<file path="src/rtl/emrf_pkg.sv">
package emrf_pkg;

    // Channel scan
    localparam int CHANNEL_COUNT = 10;
    localparam int CHAN_W        = $clog2(CHANNEL_COUNT);

    // Field widths
    localparam int ECHO_W   = 14;
    localparam int DIST_W   = 18;
    localparam int WEIGHT_W = 9;
    localparam int SCALE_W  = 24;
    localparam int NODE_W   = 6;
    localparam int PAIR_W   = 5;
    localparam int IDENT_W  = NODE_W + PAIR_W;

    // Arithmetic
    localparam int PROD_W     = ECHO_W + SCALE_W;
    localparam int FRAC_SHIFT = 16;
    localparam int BLEND_W    = 26;
    localparam logic [DIST_W-1:0]   DIST_MAX   = {DIST_W{1'b1}};
    localparam logic [WEIGHT_W-1:0] WEIGHT_ONE = WEIGHT_W'(256);
    localparam logic [PROD_W:0]     RANGE_HALF = (PROD_W+1)'(1) << (FRAC_SHIFT - 1);
    localparam logic [BLEND_W-1:0]  BLEND_HALF = BLEND_W'(128);
    localparam logic [PAIR_W-1:0]   PAIR_BASE  = PAIR_W'(2);

    // Configuration port
    localparam int CFG_INDEX_W = 3;
    localparam int CFG_DATA_W  = 24;

    typedef enum logic [CFG_INDEX_W-1:0] {
        REG_BLEND_WEIGHT     = 3'd0,
        REG_RANGE_SCALE      = 3'd1,
        REG_NO_ECHO_DISTANCE = 3'd2,
        REG_NODE_NUMBER      = 3'd3
    } cfg_reg_e;

    typedef struct packed {
        logic [WEIGHT_W-1:0] blend_weight;
        logic [SCALE_W-1:0]  range_scale;
        logic [DIST_W-1:0]   no_echo_distance;
        logic [NODE_W-1:0]   node_number;
    } cfg_t;

    // Queue between front and back
    localparam int QUEUE_DEPTH = 2;
    localparam int QPTR_W      = $clog2(QUEUE_DEPTH);
    localparam int QCNT_W      = $clog2(QUEUE_DEPTH + 1);

    typedef struct packed {
        logic [CHAN_W-1:0] chan;
        logic [ECHO_W-1:0] echo_width_us;
        logic              first;
        logic              odd;
    } queue_entry_t;

    typedef enum logic [2:0] {
        B_IDLE,
        B_SCALE,
        B_RANGE,
        B_MULT,
        B_DONE
    } back_state_t;

endpackage

</file>
<file path="src/rtl/emrf_in_if.sv">
interface emrf_in_if import emrf_pkg::*; ();
    logic              valid;
    logic              ready;
    logic [ECHO_W-1:0] echo_width_us;

    modport source (output valid, output echo_width_us, input ready);
    modport sink (input valid, input echo_width_us, output ready);
endinterface

</file>
<file path="src/rtl/emrf_out_if.sv">
interface emrf_out_if import emrf_pkg::*; ();
    logic               valid;
    logic               ready;
    logic [IDENT_W-1:0] frame_ident;
    logic [DIST_W-1:0]  even_distance;
    logic [DIST_W-1:0]  odd_distance;

    modport source (output valid, output frame_ident, output even_distance,
                    output odd_distance, input ready);
    modport sink (input valid, input frame_ident, input even_distance,
                  input odd_distance, output ready);
endinterface

</file>
<file path="src/rtl/emrf_cfg_if.sv">
interface emrf_cfg_if import emrf_pkg::*; ();
    logic                   valid;
    logic                   ready;
    logic [CFG_INDEX_W-1:0] index;
    logic [CFG_DATA_W-1:0]  data;

    modport source (output valid, output index, output data, input ready);
    modport sink (input valid, input index, input data, output ready);
endinterface

</file>
<file path="src/rtl/emrf_ram.sv">
module emrf_ram #(
    parameter int WIDTH = 8,
    parameter int DEPTH = 16
) (
    input  logic                     clk,
    input  logic                     wr_en,
    input  logic [$clog2(DEPTH)-1:0] wr_addr,
    input  logic [WIDTH-1:0]         wr_data,
    input  logic                     rd_en,
    input  logic [$clog2(DEPTH)-1:0] rd_addr,
    output logic [WIDTH-1:0]         rd_data
);

    logic [WIDTH-1:0] mem [DEPTH];
    logic [WIDTH-1:0] rd_data_reg;

    always_ff @(posedge clk)
    begin
        if (wr_en)
        begin
            mem[wr_addr] <= wr_data;
        end
        if (rd_en)
        begin
            rd_data_reg <= mem[rd_addr];
        end
    end

    assign rd_data = rd_data_reg;

endmodule

</file>
<file path="src/rtl/emrf_queue.sv">
module emrf_queue import emrf_pkg::*; (
    input  logic         clk,
    input  logic         rst_n,
    input  logic         push,
    input  queue_entry_t push_entry,
    input  logic         pop,
    output queue_entry_t head_entry,
    output logic         full,
    output logic         not_empty
);

    queue_entry_t      slot_reg [QUEUE_DEPTH];
    logic [QPTR_W-1:0] wr_ptr_reg;
    logic [QPTR_W-1:0] rd_ptr_reg;
    logic [QCNT_W-1:0] count_reg;
    logic [QCNT_W-1:0] count_next;

    assign full       = (count_reg == QCNT_W'(QUEUE_DEPTH));
    assign not_empty  = (count_reg != '0);
    assign head_entry = slot_reg[rd_ptr_reg];

    always_comb
    begin
        count_next = count_reg;
        if (push && !pop)
        begin
            count_next = count_reg + QCNT_W'(1);
        end
        else if (pop && !push)
        begin
            count_next = count_reg - QCNT_W'(1);
        end
    end

    always_ff @(posedge clk or negedge rst_n)
    begin
        if (!rst_n)
        begin
            wr_ptr_reg <= '0;
            rd_ptr_reg <= '0;
            count_reg  <= '0;
        end
        else
        begin
            count_reg <= count_next;
            if (push)
            begin
                wr_ptr_reg <= (wr_ptr_reg == QPTR_W'(QUEUE_DEPTH - 1)) ? '0
                                                                        : wr_ptr_reg + QPTR_W'(1);
            end
            if (pop)
            begin
                rd_ptr_reg <= (rd_ptr_reg == QPTR_W'(QUEUE_DEPTH - 1)) ? '0
                                                                        : rd_ptr_reg + QPTR_W'(1);
            end
        end
    end

    always_ff @(posedge clk)
    begin
        if (push)
        begin
            slot_reg[wr_ptr_reg] <= push_entry;
        end
    end

    a_no_push_when_full: assert property (@(posedge clk) disable iff (!rst_n)
        !(push && full))
        else $error("item pushed into a full queue");

    a_no_pop_when_empty: assert property (@(posedge clk) disable iff (!rst_n)
        !(pop && !not_empty))
        else $error("item popped from an empty queue");

endmodule

</file>
<file path="src/rtl/emrf_front.sv">
module emrf_front import emrf_pkg::*; (
    input  logic          clk,
    input  logic          rst_n,
    emrf_in_if.sink       echo,
    input  logic          q_full,
    output logic          q_push,
    output queue_entry_t  q_entry
);

    logic [CHAN_W-1:0]        scan_reg;
    logic [CHAN_W-1:0]        chan;
    logic [CHANNEL_COUNT-1:0] seeded_reg;

    // A scan value past the last channel is treated as channel zero.
    assign chan = ({1'b0, scan_reg} >= (CHAN_W+1)'(CHANNEL_COUNT)) ? '0 : scan_reg;

    assign echo.ready = !q_full;
    assign q_push     = echo.valid && !q_full;

    always_comb
    begin
        q_entry.chan          = chan;
        q_entry.echo_width_us = echo.echo_width_us;
        q_entry.first         = !seeded_reg[chan];
        q_entry.odd           = chan[0];
    end

    always_ff @(posedge clk or negedge rst_n)
    begin
        if (!rst_n)
        begin
            scan_reg   <= '0;
            seeded_reg <= '0;
        end
        else if (q_push)
        begin
            seeded_reg[chan] <= 1'b1;
            scan_reg <= (chan == CHAN_W'(CHANNEL_COUNT - 1)) ? '0 : chan + CHAN_W'(1);
        end
    end

endmodule

</file>
<file path="src/rtl/emrf_back.sv">
module emrf_back import emrf_pkg::*; (
    input  logic          clk,
    input  logic          rst_n,
    input  cfg_t          cfg,
    input  logic          q_not_empty,
    input  queue_entry_t  q_entry,
    output logic          q_pop,
    emrf_out_if.source    frame
);

    back_state_t        state_reg;
    back_state_t        state_next;
    queue_entry_t       work_reg;
    logic [PROD_W-1:0]  product_reg;
    logic [DIST_W-1:0]  raw_reg;
    logic [BLEND_W-1:0] new_part_reg;
    logic [BLEND_W-1:0] old_part_reg;
    logic [DIST_W-1:0]  even_hold_reg;

    logic               out_valid_reg;
    logic [IDENT_W-1:0] frame_ident_reg;
    logic [DIST_W-1:0]  even_distance_reg;
    logic [DIST_W-1:0]  odd_distance_reg;

    logic                ram_wr_en;
    logic                load_out;
    logic [DIST_W-1:0]   old_value;
    logic [PROD_W:0]     rounded;
    logic [WEIGHT_W-1:0] weight;
    logic [WEIGHT_W-1:0] weight_rest;
    logic [BLEND_W-1:0]  blend_sum;
    logic [DIST_W-1:0]   result;

    // Filtered distance per channel, read when an item is taken from the queue.
    emrf_ram #(
        .WIDTH (DIST_W),
        .DEPTH (CHANNEL_COUNT)
    ) u_range_ram (
        .clk     (clk),
        .wr_en   (ram_wr_en),
        .wr_addr (work_reg.chan),
        .wr_data (result),
        .rd_en   (q_pop),
        .rd_addr (q_entry.chan),
        .rd_data (old_value)
    );

    assign rounded     = {1'b0, product_reg} + RANGE_HALF;
    assign weight      = (cfg.blend_weight > WEIGHT_ONE) ? WEIGHT_ONE : cfg.blend_weight;
    assign weight_rest = WEIGHT_ONE - weight;
    assign blend_sum   = new_part_reg + old_part_reg + BLEND_HALF;
    assign result      = work_reg.first ? raw_reg : blend_sum[BLEND_W-1 -: DIST_W];

    always_comb
    begin
        state_next = state_reg;
        q_pop      = 1'b0;
        ram_wr_en  = 1'b0;
        load_out   = 1'b0;
        unique case (state_reg)
            B_IDLE:
            begin
                if (q_not_empty)
                begin
                    q_pop      = 1'b1;
                    state_next = B_SCALE;
                end
            end
            B_SCALE: state_next = B_RANGE;
            B_RANGE: state_next = B_MULT;
            B_MULT:  state_next = B_DONE;
            B_DONE:
            begin
                if (!work_reg.odd || !out_valid_reg || frame.ready)
                begin
                    ram_wr_en = 1'b1;
                    load_out  = work_reg.odd;
                    if (q_not_empty)
                    begin
                        q_pop      = 1'b1;
                        state_next = B_SCALE;
                    end
                    else
                    begin
                        state_next = B_IDLE;
                    end
                end
            end
            default: state_next = B_IDLE;
        endcase
    end

    always_ff @(posedge clk or negedge rst_n)
    begin
        if (!rst_n)
        begin
            state_reg     <= B_IDLE;
            out_valid_reg <= 1'b0;
        end
        else
        begin
            state_reg <= state_next;
            if (load_out)
            begin
                out_valid_reg <= 1'b1;
            end
            else if (frame.ready)
            begin
                out_valid_reg <= 1'b0;
            end
        end
    end

    always_ff @(posedge clk)
    begin
        if (q_pop)
        begin
            work_reg <= q_entry;
        end
        if (state_reg == B_SCALE)
        begin
            product_reg <= PROD_W'(work_reg.echo_width_us) * PROD_W'(cfg.range_scale);
        end
        if (state_reg == B_RANGE)
        begin
            if (work_reg.echo_width_us == '0)
            begin
                raw_reg <= cfg.no_echo_distance;
            end
            else if (rounded[PROD_W:FRAC_SHIFT] > (PROD_W+1-FRAC_SHIFT)'(DIST_MAX))
            begin
                raw_reg <= DIST_MAX;
            end
            else
            begin
                raw_reg <= rounded[FRAC_SHIFT +: DIST_W];
            end
        end
        if (state_reg == B_MULT)
        begin
            new_part_reg <= BLEND_W'(weight) * BLEND_W'(raw_reg);
            old_part_reg <= BLEND_W'(weight_rest) * BLEND_W'(old_value);
        end
        if (ram_wr_en && !work_reg.odd)
        begin
            even_hold_reg <= result;
        end
        if (load_out)
        begin
            frame_ident_reg   <= {cfg.node_number,
                                  PAIR_BASE + PAIR_W'(work_reg.chan >> 1)};
            even_distance_reg <= even_hold_reg;
            odd_distance_reg  <= result;
        end
    end

    assign frame.valid         = out_valid_reg;
    assign frame.frame_ident   = frame_ident_reg;
    assign frame.even_distance = even_distance_reg;
    assign frame.odd_distance  = odd_distance_reg;

    a_frame_after_odd: assert property (@(posedge clk) disable iff (!rst_n)
        $rose(out_valid_reg) |-> $past(state_reg == B_DONE) && $past(work_reg.odd))
        else $error("frame raised without a finished odd channel");

    a_scale_follows_pop: assert property (@(posedge clk) disable iff (!rst_n)
        (state_reg == B_SCALE) |-> $past(q_pop))
        else $error("scaling started without an item from the queue");

    a_write_in_done: assert property (@(posedge clk) disable iff (!rst_n)
        ram_wr_en |-> (state_reg == B_DONE))
        else $error("filter store written outside the final step");

endmodule

</file>
<file path="src/rtl/multichannel_echo_range_filter.sv">
// Items pass the queue, then the four steps of the back end (scale multiply,
// round and saturate, two blend multiplies, sum and write back), one at a time.
// Each odd channel then loads its pair's frame, and a pending frame stalls that step.
// The front accepts up to two items ahead into its queue while the back end works.
// Reset (rst_n, asynchronous, active low) restores register defaults, the scan
// channel and the seeded flags; the filter store keeps no reset value.
module multichannel_echo_range_filter import emrf_pkg::*; (
    input  logic       clk,
    input  logic       rst_n,
    emrf_in_if.sink    echo,
    emrf_out_if.source frame,
    emrf_cfg_if.sink   cfg
);

    // Configuration registers. Writes are taken in any cycle; a write to an
    // index past the last register is dropped without effect.
    cfg_t cfg_reg;

    assign cfg.ready = 1'b1;

    always_ff @(posedge clk or negedge rst_n)
    begin
        if (!rst_n)
        begin
            cfg_reg.blend_weight     <= WEIGHT_W'(77);
            cfg_reg.range_scale      <= SCALE_W'(736586);
            cfg_reg.no_echo_distance <= DIST_W'(196608);
            cfg_reg.node_number      <= NODE_W'(26);
        end
        else if (cfg.valid)
        begin
            unique case (cfg.index)
                REG_BLEND_WEIGHT:     cfg_reg.blend_weight     <= cfg.data[WEIGHT_W-1:0];
                REG_RANGE_SCALE:      cfg_reg.range_scale      <= cfg.data[SCALE_W-1:0];
                REG_NO_ECHO_DISTANCE: cfg_reg.no_echo_distance <= cfg.data[DIST_W-1:0];
                REG_NODE_NUMBER:      cfg_reg.node_number      <= cfg.data[NODE_W-1:0];
                default:              ;
            endcase
        end
    end

    // The front tags each item with its scan channel and whether that channel
    // has been seeded yet. The queue decouples it from the arithmetic.
    logic         q_push;
    logic         q_pop;
    logic         q_full;
    logic         q_not_empty;
    queue_entry_t push_entry;
    queue_entry_t head_entry;

    emrf_front u_front (
        .clk     (clk),
        .rst_n   (rst_n),
        .echo    (echo),
        .q_full  (q_full),
        .q_push  (q_push),
        .q_entry (push_entry)
    );

    emrf_queue u_queue (
        .clk        (clk),
        .rst_n      (rst_n),
        .push       (q_push),
        .push_entry (push_entry),
        .pop        (q_pop),
        .head_entry (head_entry),
        .full       (q_full),
        .not_empty  (q_not_empty)
    );

    // The back end converts the echo width to a distance, blends it into the
    // channel's moving average and, after each odd channel, loads the output
    // register with the pair's frame; a pending frame stalls it, then the front.
    emrf_back u_back (
        .clk         (clk),
        .rst_n       (rst_n),
        .cfg         (cfg_reg),
        .q_not_empty (q_not_empty),
        .q_entry     (head_entry),
        .q_pop       (q_pop),
        .frame       (frame)
    );

endmodule

</file>
<file path="src/flat_wrapper.sv">
// flat-port wrapper written by rule: the top's interface ports become plain ports
module multichannel_echo_range_filter_flat import emrf_pkg::*;
  (clk, rst_n, echo_valid, echo_echo_width_us, echo_ready, frame_valid, frame_frame_ident, frame_even_distance, frame_odd_distance, frame_ready, cfg_valid, cfg_index, cfg_data, cfg_ready);
  emrf_in_if echo_i ();
  emrf_out_if frame_i ();
  emrf_cfg_if cfg_i ();
  input  logic clk;
  input  logic rst_n;
  input wire logic [$bits(echo_i.valid)-1:0] echo_valid;
  input wire logic [$bits(echo_i.echo_width_us)-1:0] echo_echo_width_us;
  output wire logic [$bits(echo_i.ready)-1:0] echo_ready;
  output wire logic [$bits(frame_i.valid)-1:0] frame_valid;
  output wire logic [$bits(frame_i.frame_ident)-1:0] frame_frame_ident;
  output wire logic [$bits(frame_i.even_distance)-1:0] frame_even_distance;
  output wire logic [$bits(frame_i.odd_distance)-1:0] frame_odd_distance;
  input wire logic [$bits(frame_i.ready)-1:0] frame_ready;
  input wire logic [$bits(cfg_i.valid)-1:0] cfg_valid;
  input wire logic [$bits(cfg_i.index)-1:0] cfg_index;
  input wire logic [$bits(cfg_i.data)-1:0] cfg_data;
  output wire logic [$bits(cfg_i.ready)-1:0] cfg_ready;
  assign echo_i.valid = echo_valid;
  assign echo_i.echo_width_us = echo_echo_width_us;
  assign echo_ready = echo_i.ready;
  assign frame_valid = frame_i.valid;
  assign frame_frame_ident = frame_i.frame_ident;
  assign frame_even_distance = frame_i.even_distance;
  assign frame_odd_distance = frame_i.odd_distance;
  assign frame_i.ready = frame_ready;
  assign cfg_i.valid = cfg_valid;
  assign cfg_i.index = cfg_index;
  assign cfg_i.data = cfg_data;
  assign cfg_ready = cfg_i.ready;
  multichannel_echo_range_filter u_core (.clk(clk), .rst_n(rst_n), .echo(echo_i), .frame(frame_i), .cfg(cfg_i));
endmodule
</file>
<file path="config.mk">
export PLATFORM = sky130hd
export DESIGN_NAME = multichannel_echo_range_filter_flat
export DESIGN_NICKNAME = d
export VERILOG_FILES = /design/src/rtl/emrf_pkg.sv /design/src/rtl/emrf_in_if.sv /design/src/rtl/emrf_out_if.sv /design/src/rtl/emrf_cfg_if.sv /design/src/rtl/emrf_ram.sv /design/src/rtl/emrf_queue.sv /design/src/rtl/emrf_front.sv /design/src/rtl/emrf_back.sv /design/src/rtl/multichannel_echo_range_filter.sv /design/src/flat_wrapper.sv
export SDC_FILE = /design/constraint.sdc
export NUM_CORES = 2
export LEC_CHECK = 0
export ABC_CLOCK_PERIOD_IN_PS = 8700
export BUFFER_PORTS_ARGS = -buffer_cell sky130_fd_sc_hd__buf_2
export CORE_MARGIN = 5
export CORE_UTILIZATION = 50
export DETAILED_ROUTE_END_ITERATION = 8
export PLACE_DENSITY = 0.68
export SYNTH_ARGS = -nofsm -noshare
export SYNTH_HDL_FRONTEND = slang
export SYNTH_SLANG_ARGS = --single-unit
</file>
<file path="constraint.sdc">
create_clock -name clk -period 8.7 [get_ports clk]
set_input_delay 0.87 -clock clk [delete_from_list [all_inputs] [get_ports clk]]
set_output_delay 0.87 -clock clk [all_outputs]
set_load 0.03 [all_outputs]
</file>
==> results.cfg <==
[outcome]
status = complete, no violations

[clock_network]
h-tree-depth = 2
clk_latency_ns = 0.64
numCtsBuffers = 51
hold_buffers = 0
cts_root_buffer = clkbuf_16
cts_sinks = 491
cts_resized = 0
clock_path_buffers = 3
cts_tree = done
clkTransAtPathRegs_ns = 0.06
post_cts_buffers = 0

[placement]
dp.cells = 4785
hpwl_mm = 66.2
gp_congestion = 0.879
port_buffers = 93

[final_layout]
largest_register_ffs = 180
nets = 4562
drive_gt1_share_pct = 9.56
layout.cells.non_filler = 4877
antennaDiodeCount = 0
synthToLayoutAreaGrowth_pct = 8.48

[sta]
finalSetupViolCount = 0
finalClockSkew_ns = 0.0480
hold_viol_final = 0
clock.fmax_ghz = 0.146
rsz0062_at_grt = false
hold_ws_ns = 0.0924
final.setup.tns_ns = 0
tightest_slew_ns = 1.13
fin_crit_ns = 6.83
period_share_pct = 78.5
drv_slew = 0
slew_headroom_pct = 23.0

[yosys]
synth-seq-cells = 491
synth_top_cell_area_share_pct = 31.1
synth_cells = 3756
synth_area_um2 = 39800
synth_edf_count = 412
yosysWarnings = 0
postSynthAreaPerCell_um2 = 10.6
synth_area_leader_cell = edfxtp_1
ys.flop_type = edfxtp_1
synth_nets = 4530
synthTopCellsByArea = edfxtp_1 31%, fa_1 24%, ha_1 7.7%
synthTopCellsByCount = 708 x nand2_1, 588 x inv_1, 484 x fa_1, 412 x edfxtp_1, 244 x ha_1
seq_area_frac_synth_pct = 36.1
ys_types = 73
yosys.cell_count.top_type = nand2_1
synth-async-reset-ratio_pct = 16.1

[floorplanning]
num_rows = 103
core-area_um2 = 79000
die_y_um = 292
io_pins = 96
die_w_um = 292
start_util_pct = 50.4
die_area_um2 = 85300

[critical_path]
endpoint_kind = flip-flop
worst-setup-path-type = flip-flop to flip-flop
crit_path_max_fanout = 25
start_kind = flip-flop
worstPathCellList = nand2_1, fa_1, inv_1, fa_1, fa_1, inv_1, fa_1, inv_1, fa_1, fa_1, ha_1, a211o_1, a31oi_1, o21ai_0, a211oi_1, nor2_1, a221o_1, a21oi_1, xnor2_1
cpMostUsedCell = fa_1
max_stage_delay_ns = 1.01
cp_slowest_cell = edfxtp_1
cp.required_ns = 9.03
worstPathArrival_ns = 7.16

[routing]
drc = 0
wire_per_inst_um = 18.5
drt_iter0_drc = 1673
ant_nets = 0
vias_per_cell = 5.39
wirelength_mm = 90.4
num_vias = 26271
dr.pass1.iters = 5

[grt]
use_met1_pct = 29.4
grt_pass1_vias = 27483
gr-max-usage-layer = met2
antenna_found_initial = 4
grt.total_usage_pct = 21.5
grt_max_degree = 74
grt_pass1_wl_mm = 148
gr-total-overflow = 0
grtUsageMet2_pct = 36.4
grt_use_met3_pct = 3.47

[flow_run]
max-cap-violations = 0

[worst_hold_path]
min_path_type = primary input to asynchronous set/reset pin
==> worst paths after layout <==
check                           cells after the start                                   end  slack (ns)                            from
worst max-delay path                               19         u_core.u_back.product_reg[23]        1.87       u_core.u_back.work_reg[4]
worst min-delay path                                1          u_core.u_front.seeded_reg[1]        0.09                           rst_n
worst max register to register                     19         u_core.u_back.product_reg[23]        1.87       u_core.u_back.work_reg[4]
worst min register to register                      0  u_core.u_back.frame.even_distance[6]        0.42  u_core.u_back.even_hold_reg[6]
max in group asynchronous                           2                    u_core.cfg_reg[15]        7.42                           rst_n
min in group clk                                    0  u_core.u_back.frame.even_distance[6]        0.42  u_core.u_back.even_hold_reg[6]
==> through the flow <==
| stage | setup slack, ns | utilization [%] | instance area (µm²) |
|---|---|---|---|
| after floorplan | 2.22 | - | 39800 |
| after global placement | 2.05 | 52.5 | 41400 |
| after detailed placement | 1.94 | 52.5 | 41400 |
| after CTS | 1.89 | 54.6 | 43200 |
| after global routing | 1.52 | 54.6 | 43200 |
| final | 1.87 | 54.6 | 43200 |
==> logic make-up (layout without fill, tap and decap cells) <==
logic type	count (synthesis)	after routing	synth area share [%]
and+or+nand+nor	1268	1268	14.6
buffers and inverters	762	833	7.23
adders and majority gates	728	728	32.0
DFF	491	491	36.1
AOI/OAI and AO/OA	323	323	5.44
xor gates and xnor gates	103	103	2.27
muxes	79	79	2.24
other	2	2	0.0189
==> cell type report <==
type	instances	area (µm²)
fill	6819	35800
multi-input combinational	2503	22600
sequential	491	14400
inverter	590	2210
clock buffer	62	1350
tap	1050	1310
timing repair buffer	151	903
clock inverter	30	364
==> cells in the final DEF (no fill, tap or decap), types with 20 or more instances in the layout <==
cell,count
nand2_1,708
inv_1,588
fa_1,484
edfxtp_1,412
ha_1,244
and2_1,231
nor2_1,95
buf_2,92
a21oi_1,90
mux2_2,71
xnor2_1,67
nand3_1,67
buf_4,59
dfrtp_1,59
and3_1,54
clkbuf_16,51
o21ai_0,47
xor2_1,36
a21o_1,35
nor3_1,31
a31oi_1,27
o21a_1,21
dfstp_2,20
==> layer usage <==
metal / wire length [µm] / vias to the layer above
met5: 0 / -
met4: 1970 / 0
met3: 6000 / 137
met2: 44100 / 807
met1: 38400 / 13209
li1: - / 12118
==> critical path: cells and delay by family (launching register included) <==
kind	cells	cell delay [ns]
compound gates	6	1.56
fa+ha+maj	7	3.35
buf+inv	3	0.16
xor+xnor	1	0.09
simple gates	2	0.38
flops	1	1.01
Power is not shown: default switching activity piles up to over one toggle a cycle in this logic, so the estimate is an artifact.
